File: src/rtl/core/assert_macros.svh
// Assertion helpers shared by the RTL. Each check is clocked on the rising
// edge and switched off while the synchronous reset is asserted.
`ifndef ASSERT_MACROS_SVH
`define ASSERT_MACROS_SVH

// Expression must hold at every clock edge.
`define ASSERT_ALWAYS(lbl, clk, rst_n, expr, msg) \
  lbl: assert property (@(posedge clk) disable iff (!rst_n) (expr)) else $error(msg);

// Consequent must hold in the same cycle as the antecedent.
`define ASSERT_IMPLY(lbl, clk, rst_n, ante, cons, msg) \
  lbl: assert property (@(posedge clk) disable iff (!rst_n) (ante) |-> (cons)) \
    else $error(msg);

// Consequent must hold in the cycle after the antecedent.
`define ASSERT_NEXT(lbl, clk, rst_n, ante, cons, msg) \
  lbl: assert property (@(posedge clk) disable iff (!rst_n) (ante) |=> (cons)) \
    else $error(msg);

`endif

File: src/rtl/core/lfrp_pkg.sv
package lfrp_pkg;

  // Frame sections
  typedef enum logic [2:0] {
    SEC_TIME  = 3'd0,
    SEC_FADE  = 3'd1,
    SEC_PWM   = 3'd2,
    SEC_STRIP = 3'd3,
    SEC_SUM   = 3'd4
  } section_t;

  // Result kinds
  localparam logic [2:0] KIND_TIMESTAMP = 3'd0;
  localparam logic [2:0] KIND_FADE      = 3'd1;
  localparam logic [2:0] KIND_PWM_PIX   = 3'd2;
  localparam logic [2:0] KIND_STRIP_PIX = 3'd3;
  localparam logic [2:0] KIND_FRAME_OK  = 3'd4;
  localparam logic [2:0] KIND_SUM_ERR   = 3'd5;

  // Configuration register indexes
  localparam int unsigned CFG_ADDR_W = 2;
  localparam logic [CFG_ADDR_W-1:0] CFG_PWM_COUNT   = 2'd0;
  localparam logic [CFG_ADDR_W-1:0] CFG_STRIP_COUNT = 2'd1;
  localparam logic [CFG_ADDR_W-1:0] CFG_STRIP_LENS  = 2'd2;

  // Packed strip length slots in the strip length register
  localparam int unsigned STRIP_SLOTS = 8;

  typedef struct packed {
    logic        frame_last;
    logic [7:0]  blue;
    logic [7:0]  red;
    logic [7:0]  green;
    logic [7:0]  pixel_index;
    logic [2:0]  strip_index;
    logic [31:0] word_value;
    logic [2:0]  kind;
  } result_t;

endpackage

File: src/rtl/core/lfrp_parser.sv
module lfrp_parser #(
  parameter int unsigned MAX_PWM_PIXELS = 16,
  parameter int unsigned MAX_STRIPS     = 8,
  parameter int unsigned MAX_STRIP_LEDS = 255
) (
  input  logic                            clk,
  input  logic                            rst_n,
  input  logic                            cfg_we,
  input  logic [lfrp_pkg::CFG_ADDR_W-1:0] cfg_addr,
  input  logic [63:0]                     cfg_wdata,
  input  logic                            in_fire,
  input  logic [7:0]                      in_byte,
  output logic                            res_valid,
  output lfrp_pkg::result_t               res
);

  // Configuration
  logic [4:0]  pwm_cnt_r;
  logic [3:0]  strip_cnt_r;
  logic [63:0] strip_lens_r;

  // Parse state
  lfrp_pkg::section_t sec_r, sec_nxt;
  logic [1:0]  pos_r, pos_nxt;
  logic [7:0]  pix_r, pix_nxt;
  logic [2:0]  strip_r, strip_nxt;
  logic [31:0] sum_r, sum_nxt;
  logic [31:0] wa_r, wa_nxt;
  logic [7:0]  green_r, green_nxt;
  logic [7:0]  red_r, red_nxt;

  // Derived limits
  logic [7:0]  eff_pwm;
  logic [3:0]  eff_strips;
  logic [7:0]  len_clamp [lfrp_pkg::STRIP_SLOTS];
  logic [3:0]  search_start;
  logic [lfrp_pkg::STRIP_SLOTS-1:0] hit;
  logic        found;
  logic [2:0]  found_idx;
  logic        pix_done;
  logic [31:0] byte_sh;

  // Write configuration registers; unknown indexes are dropped
  always_ff @(posedge clk) begin
    if (!rst_n) begin
      pwm_cnt_r    <= '0;
      strip_cnt_r  <= '0;
      strip_lens_r <= '0;
    end else if (cfg_we) begin
      case (cfg_addr)
        lfrp_pkg::CFG_PWM_COUNT:   pwm_cnt_r    <= cfg_wdata[4:0];
        lfrp_pkg::CFG_STRIP_COUNT: strip_cnt_r  <= cfg_wdata[3:0];
        lfrp_pkg::CFG_STRIP_LENS:  strip_lens_r <= cfg_wdata;
        default: ;
      endcase
    end
  end

  // Clamp counts to the configured maxima
  assign eff_pwm = ({3'b000, pwm_cnt_r} > 8'(MAX_PWM_PIXELS)) ? 8'(MAX_PWM_PIXELS)
                                                             : {3'b000, pwm_cnt_r};
  assign eff_strips = (strip_cnt_r > 4'(MAX_STRIPS)) ? 4'(MAX_STRIPS) : strip_cnt_r;

  // Find the next nonempty strip at or after the search start
  assign search_start = (sec_r == lfrp_pkg::SEC_STRIP) ? ({1'b0, strip_r} + 4'd1) : 4'd0;

  always_comb begin
    found_idx = '0;
    for (int s = 0; s < lfrp_pkg::STRIP_SLOTS; s++) begin
      len_clamp[s] = (strip_lens_r[s*8 +: 8] > 8'(MAX_STRIP_LEDS)) ? 8'(MAX_STRIP_LEDS)
                                                                  : strip_lens_r[s*8 +: 8];
      hit[s] = (4'(s) >= search_start) && (4'(s) < eff_strips) && (len_clamp[s] != 8'd0);
    end
    for (int s = lfrp_pkg::STRIP_SLOTS - 1; s >= 0; s--) begin
      if (hit[s]) found_idx = 3'(s);
    end
  end

  assign found = |hit;

  // Pixel completes the current run
  assign pix_done = (sec_r == lfrp_pkg::SEC_PWM)
                  ? (({1'b0, pix_r} + 9'd1) >= {1'b0, eff_pwm})
                  : (({1'b0, pix_r} + 9'd1) >= {1'b0, len_clamp[strip_r]});

  // Little-endian word assembly
  assign byte_sh = {24'd0, in_byte} << {pos_r, 3'b000};
  assign wa_nxt  = ((pos_r == 2'd0) ? 32'd0 : wa_r) | byte_sh;

  // Next state
  always_comb begin
    sec_nxt   = sec_r;
    pos_nxt   = pos_r;
    pix_nxt   = pix_r;
    strip_nxt = strip_r;
    sum_nxt   = sum_r;
    green_nxt = green_r;
    red_nxt   = red_r;
    case (sec_r)
      lfrp_pkg::SEC_TIME, lfrp_pkg::SEC_SUM: begin
        if (sec_r == lfrp_pkg::SEC_TIME) sum_nxt = sum_r + {24'd0, in_byte};
        if (pos_r != 2'd3) begin
          pos_nxt = pos_r + 2'd1;
        end else begin
          pos_nxt = 2'd0;
          if (sec_r == lfrp_pkg::SEC_TIME) begin
            sec_nxt = lfrp_pkg::SEC_FADE;
          end else begin
            sec_nxt   = lfrp_pkg::SEC_TIME;
            sum_nxt   = '0;
            pix_nxt   = '0;
            strip_nxt = '0;
          end
        end
      end
      lfrp_pkg::SEC_FADE: begin
        sum_nxt = sum_r + {24'd0, in_byte};
        pos_nxt = 2'd0;
        pix_nxt = '0;
        if (eff_pwm != 8'd0) begin
          sec_nxt = lfrp_pkg::SEC_PWM;
        end else if (found) begin
          sec_nxt   = lfrp_pkg::SEC_STRIP;
          strip_nxt = found_idx;
        end else begin
          sec_nxt   = lfrp_pkg::SEC_SUM;
          strip_nxt = '0;
        end
      end
      lfrp_pkg::SEC_PWM, lfrp_pkg::SEC_STRIP: begin
        sum_nxt = sum_r + {24'd0, in_byte};
        if (pos_r == 2'd0) begin
          green_nxt = in_byte;
          pos_nxt   = 2'd1;
        end else if (pos_r == 2'd1) begin
          red_nxt = in_byte;
          pos_nxt = 2'd2;
        end else begin
          pos_nxt = 2'd0;
          if (pix_done) begin
            pix_nxt = '0;
            if (found) begin
              sec_nxt   = lfrp_pkg::SEC_STRIP;
              strip_nxt = found_idx;
            end else begin
              sec_nxt   = lfrp_pkg::SEC_SUM;
              strip_nxt = '0;
            end
          end else begin
            pix_nxt = pix_r + 8'd1;
          end
        end
      end
      default: begin
        sec_nxt = lfrp_pkg::SEC_TIME;
        pos_nxt = 2'd0;
      end
    endcase
  end

  // Result for the current byte
  always_comb begin
    res_valid = 1'b0;
    res       = '0;
    case (sec_r)
      lfrp_pkg::SEC_TIME: begin
        res_valid      = (pos_r == 2'd3);
        res.kind       = lfrp_pkg::KIND_TIMESTAMP;
        res.word_value = wa_nxt;
      end
      lfrp_pkg::SEC_SUM: begin
        res_valid      = (pos_r == 2'd3);
        res.kind       = (wa_nxt == sum_r) ? lfrp_pkg::KIND_FRAME_OK : lfrp_pkg::KIND_SUM_ERR;
        res.word_value = sum_r;
        res.frame_last = 1'b1;
      end
      lfrp_pkg::SEC_FADE: begin
        res_valid      = 1'b1;
        res.kind       = lfrp_pkg::KIND_FADE;
        res.word_value = {31'd0, (in_byte != 8'd0)};
      end
      lfrp_pkg::SEC_PWM, lfrp_pkg::SEC_STRIP: begin
        res_valid       = (pos_r[1] == 1'b1);
        res.kind        = (sec_r == lfrp_pkg::SEC_PWM) ? lfrp_pkg::KIND_PWM_PIX
                                                      : lfrp_pkg::KIND_STRIP_PIX;
        res.strip_index = (sec_r == lfrp_pkg::SEC_PWM) ? 3'd0 : strip_r;
        res.pixel_index = pix_r;
        res.green       = green_r;
        res.red         = red_r;
        res.blue        = in_byte;
      end
      default: begin
        res_valid = 1'b0;
      end
    endcase
    res_valid = res_valid && in_fire;
  end

  // Advance parse state on each accepted byte
  always_ff @(posedge clk) begin
    if (!rst_n) begin
      sec_r   <= lfrp_pkg::SEC_TIME;
      pos_r   <= '0;
      pix_r   <= '0;
      strip_r <= '0;
      sum_r   <= '0;
      wa_r    <= '0;
      green_r <= '0;
      red_r   <= '0;
    end else if (in_fire) begin
      sec_r   <= sec_nxt;
      pos_r   <= pos_nxt;
      pix_r   <= pix_nxt;
      strip_r <= strip_nxt;
      sum_r   <= sum_nxt;
      if (sec_r == lfrp_pkg::SEC_TIME || sec_r == lfrp_pkg::SEC_SUM) wa_r <= wa_nxt;
      green_r <= green_nxt;
      red_r   <= red_nxt;
    end
  end

  `include "assert_macros.svh"

  `ASSERT_NEXT(a_sum_restarts, clk, rst_n, res_valid && res.frame_last, (sec_r == lfrp_pkg::SEC_TIME) && (sum_r == 32'd0), "frame end must restart the sum")
  `ASSERT_IMPLY(a_strip_in_range, clk, rst_n, sec_r == lfrp_pkg::SEC_STRIP, {1'b0, strip_r} < eff_strips, "strip counter past strip count")

endmodule

File: src/rtl/core/lfrp_out_buf.sv
module lfrp_out_buf (
  input  logic              clk,
  input  logic              rst_n,
  input  logic              push,
  input  lfrp_pkg::result_t push_data,
  output logic              space,
  output logic              out_valid,
  input  logic              out_ready,
  output lfrp_pkg::result_t out_data
);

  // Output register plus one skid entry
  lfrp_pkg::result_t head_r, skid_r;
  logic [1:0]        cnt_r, cnt_nxt;
  logic              pop;

  assign pop       = (cnt_r != 2'd0) && out_ready;
  assign out_valid = (cnt_r != 2'd0);
  assign out_data  = head_r;
  assign space     = (cnt_r != 2'd2);

  // Occupancy
  always_comb begin
    cnt_nxt = cnt_r;
    case ({push, pop})
      2'b10:   cnt_nxt = cnt_r + 2'd1;
      2'b01:   cnt_nxt = cnt_r - 2'd1;
      default: cnt_nxt = cnt_r;
    endcase
  end

  always_ff @(posedge clk) begin
    if (!rst_n) begin
      cnt_r <= '0;
    end else begin
      cnt_r <= cnt_nxt;
    end
  end

  // Move payload: when full, refill head from skid on a pop; else fill head when empty or draining, else park in skid
  always_ff @(posedge clk) begin
    if (cnt_r == 2'd2) begin
      if (pop) head_r <= skid_r;
    end else if (push) begin
      if (cnt_r == 2'd0 || pop) head_r <= push_data;
      else skid_r <= push_data;
    end
  end

  `include "assert_macros.svh"

  `ASSERT_ALWAYS(a_cnt_bound, clk, rst_n, cnt_r != 2'd3, "buffer count overflow")
  `ASSERT_IMPLY(a_no_push_full, clk, rst_n, push, cnt_r != 2'd2, "push into full buffer")
  `ASSERT_NEXT(a_full_hold, clk, rst_n, (cnt_r == 2'd2) && !out_ready, (cnt_r == 2'd2) && $stable(head_r), "full buffer lost data")

endmodule

File: src/rtl/core/led_frame_record_parser_top.sv
// Output: each result is registered in the output buffer and leaves on the out_ port behind any held there.
// Throughput: one byte per cycle; the two-entry output buffer keeps in_tready high while
// the consumer takes one result per cycle, and drops it only when both entries are held.
// Reset: synchronous, active low; clears configuration, parse state and buffered results,
// and holds in_tready low.
module led_frame_record_parser_top #(
  parameter int unsigned MAX_PWM_PIXELS = 16,
  parameter int unsigned MAX_STRIPS     = 8,
  parameter int unsigned MAX_STRIP_LEDS = 255
) (
  input  logic                            clk,
  input  logic                            rst_n,
  input  logic                            cfg_we,
  input  logic [lfrp_pkg::CFG_ADDR_W-1:0] cfg_addr,
  input  logic [63:0]                     cfg_wdata,
  input  logic                            in_tvalid,
  output logic                            in_tready,
  input  logic [7:0]                      in_tdata,   // [7:0] data_byte
  output logic                            out_tvalid,
  input  logic                            out_tready,
  // [31:0] word_value, [34:32] strip_index, [42:35] pixel_index,
  // [50:43] green, [58:51] red, [66:59] blue, [71:67] zero
  output logic [71:0]                     out_tdata,
  output logic [2:0]                      out_tuser,  // [2:0] kind
  output logic                            out_tlast   // frame_last
);

  logic              in_fire;
  logic              res_valid;
  lfrp_pkg::result_t res;
  lfrp_pkg::result_t out_res;
  logic              space;

  assign in_tready = space && rst_n;
  assign in_fire   = in_tvalid && in_tready;

  lfrp_parser #(
    .MAX_PWM_PIXELS (MAX_PWM_PIXELS),
    .MAX_STRIPS     (MAX_STRIPS),
    .MAX_STRIP_LEDS (MAX_STRIP_LEDS)
  ) u_parser (
    .clk       (clk),
    .rst_n     (rst_n),
    .cfg_we    (cfg_we),
    .cfg_addr  (cfg_addr),
    .cfg_wdata (cfg_wdata),
    .in_fire   (in_fire),
    .in_byte   (in_tdata),
    .res_valid (res_valid),
    .res       (res)
  );

  lfrp_out_buf u_out_buf (
    .clk       (clk),
    .rst_n     (rst_n),
    .push      (res_valid),
    .push_data (res),
    .space     (space),
    .out_valid (out_tvalid),
    .out_ready (out_tready),
    .out_data  (out_res)
  );

  // Pack the result transaction
  assign out_tdata = {5'd0, out_res.blue, out_res.red, out_res.green,
                      out_res.pixel_index, out_res.strip_index, out_res.word_value};
  assign out_tuser = out_res.kind;
  assign out_tlast = out_res.frame_last;

endmodule
File: config.mk
export PLATFORM = sky130hd
export DESIGN_NAME = led_frame_record_parser_top
export DESIGN_NICKNAME = d
export VERILOG_FILES = /design/src/rtl/core/lfrp_pkg.sv /design/src/rtl/core/lfrp_parser.sv /design/src/rtl/core/lfrp_out_buf.sv /design/src/rtl/core/led_frame_record_parser_top.sv
export VERILOG_INCLUDE_DIRS = /design/src /design/src/rtl/core
export SDC_FILE = /design/constraint.sdc
export NUM_CORES = 1
export LEC_CHECK = 0
export ABC_CLOCK_PERIOD_IN_PS = 9700
export BUFFER_PORTS_ARGS = -buffer_cell sky130_fd_sc_hd__buf_2
export CAP_MARGIN = 20
export CORE_AREA = 2 2 230 232
export CTS_CLUSTER_SIZE = 20
export DETAILED_ROUTE_END_ITERATION = 8
export DIE_AREA = 0 0 232 234
export SLEW_MARGIN = 25
export SYNTH_ARGS = -nofsm -noshare
export SYNTH_HDL_FRONTEND = slang
export SYNTH_HIERARCHICAL = 1
export SYNTH_SLANG_ARGS = --single-unit
File: constraint.sdc
create_clock -name clk -period 9.7 [get_ports clk]
set_input_delay 0 -clock clk [delete_from_list [all_inputs] [get_ports clk]]
set_output_delay 0 -clock clk [all_outputs]
set_load 0.02 [all_outputs]
# --- Word level (Yosys, flattened, before mapping) ---
# Cells that the tools add are included.
totals:
  reg_bits: 313
  wordCells: 216
  output_inout_bits: 78
classes:
  n_lt_le_gt_ge: 29
  muxes: 67
  n_addsub: 7
  eq_ne: 21
  n_bitwise: 5
  shifts: 1
  reduce_logical: 58
op_table:
  columns: ["operator", "count"]
  rows:
  - ["$mux W71", 4]
  - ["$mux W32", 4]
  - ["$mux W8", 15]
  - ["$pmux W32 S3", 1]
  - ["$reduce_bool A8 Y1", 10]
  - ["$mux W3", 22]
  - ["$gt A8 B8 Y1 const B", 8]
  - ["$pmux W32 S2", 1]
  - ["$mux W35", 1]
  - ["$add A32 B8 Y32", 1]
  - ["$eq A32 B32 Y1", 1]
  - ["$or A32 B32 Y32", 1]
  - ["$shl A8 B5 Y32", 1]
  - ["$pmux W3 S3", 3]
  - ["$bmux W8 S3", 1]
  - ["$pmux W8 S3", 1]
  - ["$logic_and A1 B1 Y1", 20]
  - ["$ge A9 B8 Y1", 2]
  - ["$ge A3 B4 Y1 const A", 4]
  - ["$lt A3 B4 Y1 const A", 4]
  - ["$ne A2 B2 Y1 const B", 7]
  - ["$reduce_and A2 Y1", 5]
  - ["$reduce_bool A2 Y1", 5]
  - ["$add A8 B1 Y9 const B", 1]
  - ["37 further kinds", 65]

# --- Logic depth before layout (Yosys ltp) ---
depth:
  depth_word: 18
  mapped_depth: 14
  ltp_nobuf: 13

# --- Hierarchy ---
# The synthesis kept the hierarchy.
modules_own_cells:
  columns: ["mod", "cells_per_inst", "instances", "seq_area_each_um2", "area_per_inst_um2"]
  rows:
  - ["lfrp_parser", 1258, 1, 3383.2, 9669.3]
  - ["lfrp_out_buf", 239, 1, 4304.1, 5624.1]
  - ["led_frame_record_parser_top", 8, 1, 0.0, 53.8]

# --- Worst setup path before layout ---
# No wires, ideal clock.
synth_timing:
  path_type: "flip-flop to flip-flop"
  startpoint: "register u_out_buf.cnt_r[1]"
  endpoint: "register u_out_buf/skid_r[0] (netlist bit) (enable)"
  required_time_ns: 9.097
  period_less_slack_ns: 7.487
  arrival_time_ns: 6.884
  path_stages_with_launch: 11
  n_path_buf: 3
  setup_slack_ns: 2.213
  cell_sequence: "dfxtp_1 nor2b_2 buf_6 buf_12 inv_1 and3_1 nand2_1 clkbuf_1 a211oi_1 inv_1 nor3b_1"
synth_between:
  elab_chain_len: 5
  word_cells_on_any_way: 12
  classes_between: "eq/ne (2); bitwise (2); reduce/logical (8)"
synth_rtl:
  columns: ["element", "line", "source"]
  rows:
  - ["from (decl)", "lfrp_out_buf.sv:14", "logic [1:0] cnt_r, cnt_nxt;"]
  - ["from (signal assigned)", "lfrp_out_buf.sv:36", "cnt_r <= cnt_nxt;"]
  - ["$ne A2 B2 Y1", "lfrp_out_buf.sv:20", "assign space = (cnt_r != 2'd2);"]
  - ["via space", "led_frame_record_parser_top.sv:32", "logic space;"]
  - ["$logic_and A1 B1 Y1", "led_frame_record_parser_top.sv:34", "assign in_tready = space && rst_n;"]
  - ["$logic_and A1 B1 Y1", "led_frame_record_parser_top.sv:35", "assign in_fire = in_tvalid && in_tready;"]
  - ["via in_fire", "led_frame_record_parser_top.sv:28", "logic in_fire;"]
  - ["$logic_and A1 B1 Y1", "lfrp_parser.sv:196", "res_valid = res_valid && in_fire;"]
  - ["via res_valid", "led_frame_record_parser_top.sv:29", "logic res_valid;"]
  - ["$reduce_and A3 Y1 (no line)", null, null]
  - ["to (signal assigned)", "lfrp_out_buf.sv:46", "else skid_r <= push_data;"]
  - ["to (decl)", "lfrp_out_buf.sv:13", "lfrp_pkg::result_t head_r, skid_r;"]
# The timed path passes the listed nets, and every way through them passes these cells.
# A chain may end at the register's enable or synchronous reset.

# --- Worst setup path in the final report ---
layout_timing:
  startpoint: "register u_parser.strip_r[1]"
  endpoint: "register u_parser.strip_r[2]"
layout_between:
  elab_chain_len: 18
  word_cells_on_any_way: 49
  classes_between: "add/sub (1); order compare (9); eq/ne (1); mux (19); bitwise (1); reduce/logical (18)"
layout_rtl:
  columns: ["element", "line", "source"]
  rows:
  - ["from (decl)", "lfrp_parser.sv:26", "logic [2:0] strip_r, strip_nxt;"]
  - ["from (signal assigned)", "lfrp_parser.sv:214", "strip_r <= strip_nxt;"]
  - ["$add A3 B1 Y4", "lfrp_parser.sv:65", "assign search_start = (sec_r == lfrp_pkg::SEC_STRIP) ? ({1'b0, strip_r} + 4'd1) : 4'd0;"]
  - ["$mux W4", "lfrp_parser.sv:65", null]
  - ["$ge A3 B4 Y1", "lfrp_parser.sv:72", "hit[s] = (4'(s) >= search_start) && (4'(s) < eff_strips) && (len_clamp[s] != 8'd0);"]
  - ["$logic_and A1 B1 Y1 (2 in a row)", "lfrp_parser.sv:72", null]
  - ["$mux W3 (8 in a row)", "lfrp_parser.sv:75", "if (hit[s]) found_idx = 3'(s);"]
  - ["$mux W3", "lfrp_parser.sv:122, lfrp_parser.sv:142", null]
  - ["$mux W3", "lfrp_parser.sv:140", "if (pix_done) begin"]
  - ["$mux W3", "lfrp_parser.sv:135", "end else if (pos_r == 2'd1) begin"]
  - ["$mux W3", "lfrp_parser.sv:132", "if (pos_r == 2'd0) begin"]
  - ["$pmux W3 S3", "lfrp_parser.sv:99", "case (sec_r)"]
# Parallel ways exist; a longest one is shown, timed or not. The select of a mux whose other input is x is not followed.

==> flow_results.org <==
** Setup path
- At the worst endpoint, the arrival time is slightly above 4000 ps.
- Counting cells, the worst reg-to-reg path comes to 10.
- Data required, critical path :: 10150 ps
- Critical Setup Path Class :: flop to flop
- CP max FO :: 20
- Type of destination of the critical path :: flop
- STA classifies the critical path startpoint as a flop.

** Final layout
- In the final layout, the share of cells above drive strength 1 is 0.191.
- With fillers left out, the area of the finished cells amounts to ~18000 um^2.
- After filler insertion, the fill cell instance count of the layout stands at 5208.
- The area growth from synthesis to layout is 20.4%.
- After the flow finishes, the layout carries non-filler instances totaling ~2400.
- The net count of the finished layout is approximately 1800.
- Number of inserted diodes :: 0

** Placed design
- Post-detail-place hpwl :: about 27000 um
- In this run, placement finished with an instance count of ~2200.
- Cell area reported after detailed placement :: ~17000 um^2
- The congestion estimate from routability-driven global placement came to ~0.87.
- Post-placement setup slack :: ~6000 ps
- IO buf count :: 151

** Floorplan
- Die span in x :: roughly 230 um
- Placeable Area :: 52000 um^2
- Die outline area :: about 54000 um^2
- For this configuration, the core starts out at a cell density of 0.295.
- I/O pin cnt :: about 160
- Count of standard-cell rows :: 84
- Floorplan die height :: roughly 230 um

** Status
- Result of the run :: completed

** Routing
- The detail route stage leaves a number of antenna-violating nets equal to 0.
- Pre-Repair DR Iteration Count :: 7
- Top layer reached by signal wires :: met4
- Via count :: 11700
- For this block, the initial DRC count from the detailed router was between 800 and 900.
- In the routed design, unresolved DRC markers number 0.
- The routed design has 39700 um of wire.
- Met3 Routed Length :: 2070 um
- Metal-1 WL :: between 15000 and 20000 um
- Routed wire per std cell :: 16.7 um
- The routed design uses about 19000 um of met2 wire.
- Using the TritonRoute via totals, the vias-per-cell ratio works out to between 4 and 5.

** Timing
- In the finished design, the share of the clock period the worst path needs comes to 0.377.
- Timing would allow up to ~0.27 GHz.
- Worst Clk Skew :: between 20 and 25 ps
- Setup violations remaining at the end of the flow were counted as 0.
- Post-route setup TNS :: 0 ps
- Measured against its own limit, the worst slew margin works out to 0.341.
- Setup repair after global routing left no endpoint under its margin.
- For the pin with the worst max-slew slack, the measured transition is roughly 1000 ps.
- Final critical-path required period :: ~3700 ps
- Setup slack on the critical path of the routed design comes to around 6000 ps.
- Count of pins over their slew limit :: 0
- The final hold violation count was 0.

** Clocking
- The longest clock path from root to sink contains 3 buffers.
- Register clock-pin slew on the reported worst setup and hold paths :: about 60 ps
- For the worst-skew pair, the clock arrives at the later sink with an insertion delay of between 500 and 600 ps.
- CTS tree :: built
- The H-tree generated during clock tree synthesis spans 2 levels.
- Buffer cell driving the clock tree root :: sky130_fd_sc_hd__clkbuf_16
- Number of clock buffers inserted by TritonCTS :: 35
- Total setup buffers inserted after CTS :: 0
- CTS saw 313 sinks.

** Synthesis
- Yosys mapped the design onto 75 distinct sky130hd cell types.
- Yosys top cell by area :: sky130_fd_sc_hd__edfxtp_1
- Leading post-synthesis cells by instance count :: sky130_fd_sc_hd__nand2_1 (189), sky130_fd_sc_hd__dfxtp_1 (171), sky130_fd_sc_hd__a21oi_1 (165)
- By area the synthesized netlist is led by sky130_fd_sc_hd__edfxtp_1 (28%), sky130_fd_sc_hd__dfxtp_1 (22%), sky130_fd_sc_hd__mux2_4 (6.8%).
- The average instance in the mapped netlist occupies just over 10 um^2.
- Fraction of the yosys area taken by sequential cells :: 0.501
- Portion of synthesized cell area occupied by the leading cell type :: 0.278
- The synthesized netlist occupies a cell area of between 15000 and 20000 um^2.
- Yosys printed 6 warnings.
- Synthesis produced a netlist whose cell count is approximately 1500.
- In the synthesized netlist the dominant register cell turns out to be sky130_fd_sc_hd__dfxtp_1.
- Yosys mapped a number of flops with a built-in enable equal to approximately 140.
- Asr flop ratio synth :: 0
- Synthesis inferred approximately 310 register bits.
- Dominant cell by count in the synthesized netlist :: sky130_fd_sc_hd__nand2_1

** Global routing
- Across every metal layer, demand over resource in global routing totals 0.145.
- Wire length of the first global-routing pass :: 62500 um
- Vias in the first global route :: roughly 11000
- The initial antenna violation count is 0.
- Remaining global-route overflow :: 0
- Largest net degree at the start of global routing :: 85

** Pwr
- The worst-case IR drop observed on VDD is 0.0887 mV.
- In this run the static leakage power is 6.62 nW.
- Power spread over the standard cell area amounts to about 160 nW/um^2.

** Job
- Across the run, the number of max-cap violations was 0.

** Worst hold path
- Classification of the worst-slack hold path :: primary input to flop
- The worst hold path was traced through 4 stages.
==> worst max-delay path, stage by stage (launching register included) <==
cell                       delay, ps
sky130_fd_sc_hd__dfxtp_1         870
sky130_fd_sc_hd__mux4_2          410
sky130_fd_sc_hd__mux2_2          280
sky130_fd_sc_hd__ha_1            260
sky130_fd_sc_hd__nand2b_1        100
sky130_fd_sc_hd__a31oi_1         100
sky130_fd_sc_hd__o211ai_1        210
sky130_fd_sc_hd__a21o_1          380
sky130_fd_sc_hd__nand3_1         240
sky130_fd_sc_hd__or4_1           580
sky130_fd_sc_hd__a21oi_1         140
==> worst paths after layout <==
kind,slack [ps],to,start
max reg2reg,6050,u_parser/strip_r[2],u_parser/strip_r[1]
min reg2reg,450,u_parser/green_r[2],u_parser/green_r[2]
min,50,u_parser/strip_cnt_r[1],cfg_we
max,6050,u_parser/strip_r[2],u_parser/strip_r[1]
==> sequential cells by signal, indices dropped and copies added, names as in the netlist <==
name,cells
u_parser/green_r,8
u_out_buf/cnt_r,2
u_parser/red_r,8
u_parser/pix_r,8
u_parser/pwm_cnt_r,5
u_parser/sec_r,3
u_out_buf/out_data,71
u_parser/strip_lens_r,64
u_parser/pos_r,2
u_parser/wa_r,32
u_parser/strip_cnt_r,4
u_parser/sum_r,32
u_parser/strip_r,3
u_out_buf/skid_r,71
==> cell families (layout without fill, tap and decap cells) <==
group / after synthesis / in the layout / share of synthesized area
simple gates: 556 / 556 / 0.172
flops: 313 / 313 / 0.501
compound gates: 306 / 306 / 0.119
buf+inv: 131 / 317 / 0.0417
mux: 116 / 116 / 0.111
xor+xnor: 53 / 53 / 0.0302
fa+ha+maj: 29 / 29 / 0.0241
other cells: 1 / 5 / 0.000244
==> power breakdown <==
group          total (mW)  leakage [nW]  switching, mW  internal (mW)
Combinational       0.260          3.42          0.148          0.112
Clock                1.36         0.582          0.538          0.826
Sequential           1.42          2.62         0.0211           1.40
==> metrics by stage <==
stage | power (mW) | hold WS, ps | util
6_report | 3.05 | 47.3 | 0.355
5_1_grt | 3.16 | 40.5 | 0.355
4_1_cts | 3.08 | 28.8 | 0.355
3_5_place_dp | 1.69 | 246 | 0.318
3_3_place_gp | 1.68 | 244 | 0.317
2_1_floorplan | 1.61 | 122 | -
==> metal layers <==
metal | track usage | vias to the layer above
met5 | 0 | -
met4 | 0.0427 | 0
met3 | 0.0263 | 63
met2 | 0.246 | 372
met1 | 0.188 | 5586
li1 | - | 5691
==> final cells by class <==
cell class / instances / area [um^2] / area share
multi-input combinational: 1065 / 7070 / 0.382
timing repair buffer: 238 / 1600 / 0.0868
tap: 688 / 861 / 0.0466
clock inverter: 20 / 258 / 0.0140
clock buffer: 42 / 933 / 0.0505
sequential: 313 / 7690 / 0.416
inverter: 17 / 66.3 / 0.00359
==> layout by cell type (no fill, tap or decap), types with 4 or more instances in the layout <==
cell type and count:
sky130_fd_sc_hd__nand2_1 189, sky130_fd_sc_hd__dfxtp_1 170, sky130_fd_sc_hd__a21oi_1 165, sky130_fd_sc_hd__nor2_1 152, sky130_fd_sc_hd__buf_2 151, sky130_fd_sc_hd__edfxtp_1 142
sky130_fd_sc_hd__dlygate4sd3_1 76, sky130_fd_sc_hd__mux2_4 69, sky130_fd_sc_hd__xnor2_1 43, sky130_fd_sc_hd__and2_1 41, sky130_fd_sc_hd__a211oi_1 40, sky130_fd_sc_hd__nor2b_1 38
sky130_fd_sc_hd__clkbuf_16 36, sky130_fd_sc_hd__nor4_1 31, sky130_fd_sc_hd__mux2i_1 28, sky130_fd_sc_hd__ha_1 28, sky130_fd_sc_hd__o21ai_0 26, sky130_fd_sc_hd__nand3_1 25
sky130_fd_sc_hd__mux4_2 16, sky130_fd_sc_hd__inv_1 15, sky130_fd_sc_hd__nor3_1 14, sky130_fd_sc_hd__a22oi_1 11, sky130_fd_sc_hd__a21o_1 11, sky130_fd_sc_hd__and3_1 10
sky130_fd_sc_hd__buf_4 10, sky130_fd_sc_hd__xor2_1 10, sky130_fd_sc_hd__a31oi_1 9, sky130_fd_sc_hd__or4_1 9, sky130_fd_sc_hd__or3_1 8, sky130_fd_sc_hd__nand4_1 8
sky130_fd_sc_hd__o21a_1 8, sky130_fd_sc_hd__nand3b_1 7, sky130_fd_sc_hd__clkinv_2 6, sky130_fd_sc_hd__conb_1 5, sky130_fd_sc_hd__clkbuf_1 5, sky130_fd_sc_hd__bufinv_16 5
sky130_fd_sc_hd__nor3b_1 5, sky130_fd_sc_hd__clkinv_1 4, sky130_fd_sc_hd__o21ai_1 4
==> what timing repair did <==
| action | 4_1_cts | 5_1_grt |
|---|---|---|
| gates resized for setup | 0 | 0 |
| hold endpoints to repair | 94 | 0 |
| hold buffers | 76 | 0 |
Note: power is estimated with default switching activity, not from simulation.
